`src/rtl/brt_pkg.sv`:
```
// Shared types, codes and widths of the breakpoint table linearizer.
// Used by the controller, the datapath and the top level; no dependencies.
package brt_pkg;

    localparam int MAX_POINTS_DEF = 64;
    localparam int VAL_W          = 48;
    localparam int SLOPE_W        = 32;
    localparam int ENT_W          = 2 * VAL_W + SLOPE_W;
    localparam int SEG_W          = 6;
    localparam int CMD_W          = 2;
    localparam int CNT_W          = 7;
    localparam int SEL_W          = 4;
    localparam int IN_TDATA_W     = 184;
    localparam int OUT_TDATA_W    = 56;

    // Input commands.
    localparam logic [1:0] CMD_LOAD = 2'd0;
    localparam logic [1:0] CMD_R2E  = 2'd1;
    localparam logic [1:0] CMD_E2R  = 2'd2;

    // Configuration register indexes.
    localparam logic CFG_SEL = 1'b0;
    localparam logic CFG_CNT = 1'b1;

    // Result status codes.
    localparam logic [2:0] ST_OK     = 3'd0;
    localparam logic [2:0] ST_OOR    = 3'd1;
    localparam logic [2:0] ST_NOCONV = 3'd2;
    localparam logic [2:0] ST_ZERO   = 3'd3;
    localparam logic [2:0] ST_BAD    = 3'd4;

    // Path taken by an accepted item.
    localparam logic [1:0] K_LOAD   = 2'd0;
    localparam logic [1:0] K_NOCONV = 2'd1;
    localparam logic [1:0] K_BAD    = 2'd2;
    localparam logic [1:0] K_CONV   = 2'd3;

    // Datapath operations issued by the controller.
    localparam logic [3:0] OP_NONE    = 4'd0;
    localparam logic [3:0] OP_ACCEPT  = 4'd1;
    localparam logic [3:0] OP_UP_RD   = 4'd2;
    localparam logic [3:0] OP_SEG_INC = 4'd3;
    localparam logic [3:0] OP_SEG_DEC = 4'd4;
    localparam logic [3:0] OP_SET_OOR = 4'd5;
    localparam logic [3:0] OP_PREP    = 4'd6;
    localparam logic [3:0] OP_MUL1    = 4'd7;
    localparam logic [3:0] OP_MUL2    = 4'd8;
    localparam logic [3:0] OP_DIV     = 4'd9;
    localparam logic [3:0] OP_TERM    = 4'd10;
    localparam logic [3:0] OP_FIN     = 4'd11;

    typedef struct packed {
        logic       in_ready;
        logic [3:0] op;
    } t_cmd;

    typedef struct packed {
        logic       in_valid;
        logic [1:0] kind;
        logic       key_le;
        logic       up_top;
        logic       seg_zero;
        logic       slope_zero;
        logic       by_raw;
        logic       div_last;
        logic       out_free;
    } t_stat;

endpackage

```
`src/rtl/brt_ctrl.sv`:
```
// Controller state machine: sequences the segment walk, multiply, divide and output.
// Depends on brt_pkg for the command and status structs.
module brt_ctrl (
    input  logic          i_clk,
    input  logic          i_rst_n,
    input  brt_pkg::t_stat i_stat,
    output brt_pkg::t_cmd  o_cmd
);

    localparam logic [3:0] S_IDLE   = 4'd0;
    localparam logic [3:0] S_UP_RD  = 4'd1;
    localparam logic [3:0] S_UP_CMP = 4'd2;
    localparam logic [3:0] S_DN_RD  = 4'd3;
    localparam logic [3:0] S_DN_CMP = 4'd4;
    localparam logic [3:0] S_PREP   = 4'd5;
    localparam logic [3:0] S_MUL1   = 4'd6;
    localparam logic [3:0] S_MUL2   = 4'd7;
    localparam logic [3:0] S_DIV    = 4'd8;
    localparam logic [3:0] S_TERM   = 4'd9;
    localparam logic [3:0] S_FIN    = 4'd10;

    logic [3:0] r_state, n_state;

    always_ff @(posedge i_clk) begin
        if (!i_rst_n) begin
            r_state <= S_IDLE;
        end else begin
            r_state <= n_state;
        end
    end

    always_comb begin
        n_state        = r_state;
        o_cmd.in_ready = 1'b0;
        o_cmd.op       = brt_pkg::OP_NONE;
        case (r_state)
            S_IDLE: begin
                o_cmd.in_ready = 1'b1;
                if (i_stat.in_valid) begin
                    o_cmd.op = brt_pkg::OP_ACCEPT;
                    n_state  = (i_stat.kind == brt_pkg::K_CONV) ? S_UP_RD : S_FIN;
                end
            end
            S_UP_RD: begin
                o_cmd.op = brt_pkg::OP_UP_RD;
                n_state  = S_UP_CMP;
            end
            S_UP_CMP: begin
                if (i_stat.key_le) begin
                    o_cmd.op = brt_pkg::OP_SEG_INC;
                    n_state  = i_stat.up_top ? S_DN_RD : S_UP_RD;
                end else begin
                    n_state = S_DN_RD;
                end
            end
            S_DN_RD: begin
                n_state = S_DN_CMP;
            end
            S_DN_CMP: begin
                if (i_stat.key_le) begin
                    n_state = S_PREP;
                end else if (i_stat.seg_zero) begin
                    o_cmd.op = brt_pkg::OP_SET_OOR;
                    n_state  = S_PREP;
                end else begin
                    o_cmd.op = brt_pkg::OP_SEG_DEC;
                    n_state  = S_DN_RD;
                end
            end
            S_PREP: begin
                o_cmd.op = brt_pkg::OP_PREP;
                if (i_stat.slope_zero) begin
                    n_state = S_FIN;
                end else begin
                    n_state = i_stat.by_raw ? S_MUL1 : S_DIV;
                end
            end
            S_MUL1: begin
                o_cmd.op = brt_pkg::OP_MUL1;
                n_state  = S_MUL2;
            end
            S_MUL2: begin
                o_cmd.op = brt_pkg::OP_MUL2;
                n_state  = S_TERM;
            end
            S_DIV: begin
                o_cmd.op = brt_pkg::OP_DIV;
                if (i_stat.div_last) begin
                    n_state = S_TERM;
                end
            end
            S_TERM: begin
                o_cmd.op = brt_pkg::OP_TERM;
                n_state  = S_FIN;
            end
            S_FIN: begin
                if (i_stat.out_free) begin
                    o_cmd.op = brt_pkg::OP_FIN;
                    n_state  = S_IDLE;
                end
            end
            default: begin
                n_state = S_IDLE;
            end
        endcase
    end

endmodule

```
`config.mk`:
```
export PLATFORM = sky130hd
export DESIGN_NAME = brt_ctrl
export DESIGN_NICKNAME = d
export VERILOG_FILES = /design/src/rtl/brt_pkg.sv /design/src/rtl/brt_ctrl.sv
export SDC_FILE = /design/constraint.sdc
export NUM_CORES = 1
export LEC_CHECK = 0
export BUFFER_PORTS_ARGS = -buffer_cell sky130_fd_sc_hd__buf_2
export CAP_MARGIN = 20
export CORE_AREA = 8 8 45 47
export DETAILED_ROUTE_END_ITERATION = 10
export DIE_AREA = 0 0 53 55
export GPL_TIMING_DRIVEN = 0
export PLACE_DENSITY_LB_ADDON = 0.12
export SLEW_MARGIN = 0
export SYNTH_ARGS = -nofsm -noshare
export SYNTH_HDL_FRONTEND = slang
export SYNTH_SLANG_ARGS = --single-unit
```
`constraint.sdc`:
```
create_clock -name i_clk -period 1.4 [get_ports i_clk]
set_input_delay 0.14 -clock i_clk [delete_from_list [all_inputs] [get_ports i_clk]]
set_output_delay 0.14 -clock i_clk [all_outputs]
set_load 0.1 [all_outputs]
```
After elaboration in Yosys (flattened, before gate mapping):

Cells that the tools add are included.

* bits in registers: 4
* bits of input ports: 12

* equal/unequal tests: 14
* multiplexer cells: 18
* reduce and logical (&&, ||, !) cells: 2

Operators with widths (count)
* case mux 4 bit (11 select lines): 1
* case mux 4 bit (10 select lines): 1
* two-way mux 4 bit: 7
* equality test 4 x 3 -> 1 bit (second input constant): 4
* equality test 4 bit (second input constant): 3
* two-way mux 3 bit: 3
* equality test 4 x 2 -> 1 bit (second input constant): 2
* two-way mux 2 bit: 3
* inequality test 2 bit (second input constant): 3
* equality test 4 x 1 -> 1 bit (second input constant): 1
* logical NOT 4 bit: 1
* two-way mux 1 bit: 3
* AND reduction 3 bit: 1
* equality test 2 bit (second input constant): 1

Depth between registers and ports, before layout:

* depth after elaboration: 4
* gate-level depth with buffers: 5

Worst setup path before layout:

Ideal clock, no wire load.

* path type: register to output
* start point: reg r_state[3]
* end point: out o_cmd[0] (netlist name)
* data arrival time: 2.554 ns
* required time: 1.260 ns
* setup slack: -1.294 ns
* cell stages (with the launch flop): 5
* buffers on the path: 1
* cells stage by stage: dfxtp_1 -> clkbuf_1 -> nor2b_1 -> a21oi_1 -> a31oi_1

RTL lines
* from (decl): RTL line brt_ctrl.sv:22 `logic [3:0] r_state, n_state;`
* from (signal assigned): RTL line brt_ctrl.sv:28 `r_state <= n_state;`
* to (decl): RTL line brt_ctrl.sv:7 `output brt_pkg::t_cmd o_cmd`

==> summary.txt <==
Status: finished with violations
Failing checks: setup timing
Vias/cell: 5.49
Yosys warns: 0
Clock root cell: clkbuf_4
Initial antenna violation count: 0
Cell Area, Synth: 423 um^2
Layout cells sized above 1: 0.587
Hold-fix buffers, CTS: 0
#FFs+latches synth: 4
PwrDens: 2860 mW/mm^2
Post-Layout Cell Count: 108
Largest register FFs: 4
Hold slack: 202 ps
Final hold vios: 0
Routed WL: 1660 um
Clk_skew: 2.97 ps
Global-route wire length before repair: 2430 um
Area Overhead vs Synth: 110%
Crit Reg-Reg Endpoint: r_state[1]$_SDFFE_PN0P_
Avg Inst Size Synth: 6.61 um^2
Initial Util: 0.306
Worst VDD drop: 0.00166 V
Lkg Pwr: 0.364 nW
Slowest CP cell: or3_4
Setup TNS Final: -835 ps
Max-cap viol count: 0
Unrepaired setup endpoints after global routing: true
Post-DP HPWL: 1040 um
Worst Setup Path Type: reg -> out
Die span in x: 53 um
H-tree depth: 1
Max-slew violation count: 0
Clock-pin slew on the worst setup and hold paths: 40 ps
CP Data Required Time: 1260 ps
Synth Net Count: 76
Final WS setup: -204 ps
CP peak stage delay: 400 ps
FF-to-FF Start: r_state[0]$_SDFFE_PN0P_
Post-synthesis cell count: 64
Clock Path Buffers: 2
Final Cycle Share: 1.15
Io pins: 17
DP Cell Count: 96
Drt first-iter violations: 16
Antenna fix cells: 0
CTS tree: yes
Reg2Reg Depth: 4
PortBufs: 16
Critical path cell sequence: buf_8 -> or3_4 -> a21oi_4 -> nor2_4 -> buf_12
Gr usage total: 0.110
Biggest regs: r_state x4
Sequential fraction of the synthesis area: 0.189
CP Launch Point: r_state[3]$_SDFFE_PN0P_
GRT overflow: 0
FP Rows: 14
Largest register by flop count: r_state
Remaining antenna violation count: 0
Nets: 106
Final setup viols: 7
Slew HR: 0.771
TritonCTS Buffers: 3
Max Clk Rate: 0.624 GHz
Worst R2R Setup Slack: -70 ps
Clk_lat worst skew: 230 ps
Hold Path Class: in -> reg
Die ar.: 0.00292 mm^2
Final Critical Period: 1600 ps
Largest net degree at the start of global routing: 11
Worst slew pin tran: 343 ps
CP Launch Type: flip-flop
Critical path data arrival time: 1460 ps
CP Max Fanout: 7
DRC errors left: 0
Routed WL per cell: 15.3 um
DR vias: 593
Place WS: -283 ps
Crit end category: output pin
Clock sink count: 4
CP Capture Point: o_cmd[1]
Synth cell types: 31
Vias in the first global route: 601
Die Y: 55 um
Core Area: 0.00138 mm^2
1st-pass router iterations: 4
Gp weighted congestion: 0.728
-- cell usage after synthesis (all sizes together) --
library cell / count / area share
a2111oi: 1 / 0.021
a211oi: 2 / 0.035
a21boi: 1 / 0.018
a21oi: 7 / 0.083
a22o: 1 / 0.021
a31oi: 1 / 0.015
a32o: 1 / 0.024
buf: 2 / 0.021
clkbuf: 3 / 0.027
dfxtp: 4 / 0.19
inv: 4 / 0.035
mux2i: 1 / 0.024
nand2: 7 / 0.062
nand2b: 2 / 0.030
nand3: 1 / 0.012
nand3b: 1 / 0.018
nand4: 1 / 0.015
nor2: 7 / 0.062
nor2b: 2 / 0.030
nor4: 1 / 0.015
nor4b: 1 / 0.021
o211ai: 1 / 0.018
o21ai: 4 / 0.047
o21bai: 2 / 0.035
o221ai: 1 / 0.035
o22ai: 1 / 0.015
or2b: 1 / 0.018
or3: 2 / 0.030
or4: 1 / 0.027
-- what timing repair did --
item                       CTS  global route
setup endpoints to repair    7             7
buffers inserted             5             4
resized for setup           30            19
pin swaps                    5             5
-- critical path: cells and delay by family, from the launching register on --
kind	cells	cell delay, ps
and+or+nand+nor	2	450
DFF	1	320
buffers and inverters	2	290
AOI/OAI and AO/OA	1	180
-- per-layer routing --
layer,vias up,wire length (um),global-route usage
li1,288,-,-
met1,297,662,0.118
met2,8,946,0.201
met3,0,48,0.0241
met4,0,0,0.0517
met5,-,0,0
-- placed cells by master (no fill, tap or decap), drive strengths merged --
cell type and instances:
buf 30, nor2 7, nand2 7, a21oi 7, o21ai 4, dfxtp 4, inv 3, clkbuf 3
nor2b 2, o21bai 2, a211oi 2, or3 2, nand2b 2, or4 1, clkinvlp 1, a32o 1
o211ai 1, nor4b 1, nand3 1, a31oi 1, nor4 1, o221ai 1, mux2i 1, nand3b 1
a22o 1, or2b 1, a2111oi 1, nand4 1, a21boi 1, o22ai 1
-- cell type report --
class / count / area, um^2
clock buffer: 3 / 22.5
buffer: 5 / 71.3
multi-input combinational: 51 / 430
tap: 16 / 20.0
sequential: 4 / 90.1
fill: 126 / 497
timing repair buffer: 25 / 234
inverter: 4 / 18.8
-- metrics by stage --
| stage | power (mW) | util | instance area (um^2) |
|---|---|---|---|
| 2_1_floorplan | 1.46 | - | 503 |
| 3_3_place_gp | 1.67 | 0.436 | 603 |
| 3_5_place_dp | 1.68 | 0.436 | 603 |
| 4_1_cts | 2.24 | 0.560 | 774 |
| 5_1_grt | 2.65 | 0.641 | 887 |
| 6_report | 2.54 | 0.641 | 887 |
-- cell families after synthesis --
logic type / after synthesis / share of synthesized area
AOI/OAI and AO/OA: 23 / 0.367
muxes: 1 / 0.0237
buffers and inverters: 9 / 0.0828
and+or+nand+nor: 27 / 0.337
DFF: 4 / 0.189
-- worst min path at each step --
stage | to | slack, ps | start | cells after the start
floorplan | r_state[2]$_SDFFE_PN0P_ | 270 | i_rst_n | 2
finish | r_state[2]$_SDFFE_PN0P_ | 200 | i_rst_n | 3
global placement | r_state[2]$_SDFFE_PN0P_ | 430 | i_rst_n | 3
global route | r_state[2]$_SDFFE_PN0P_ | 210 | i_rst_n | 3
CTS | r_state[2]$_SDFFE_PN0P_ | 180 | i_rst_n | 3
detailed placement | r_state[2]$_SDFFE_PN0P_ | 420 | i_rst_n | 3
-- where the power goes --
group	internal, mW	switching [mW]	leakage, nW	total [mW]
clock	0.0958	0.0451	0.0138	0.141
combinational	0.918	1.26	0.315	2.18
sequential	0.168	0.0451	0.0350	0.213
No activity file was read; power rests on OpenSTA's default activity.
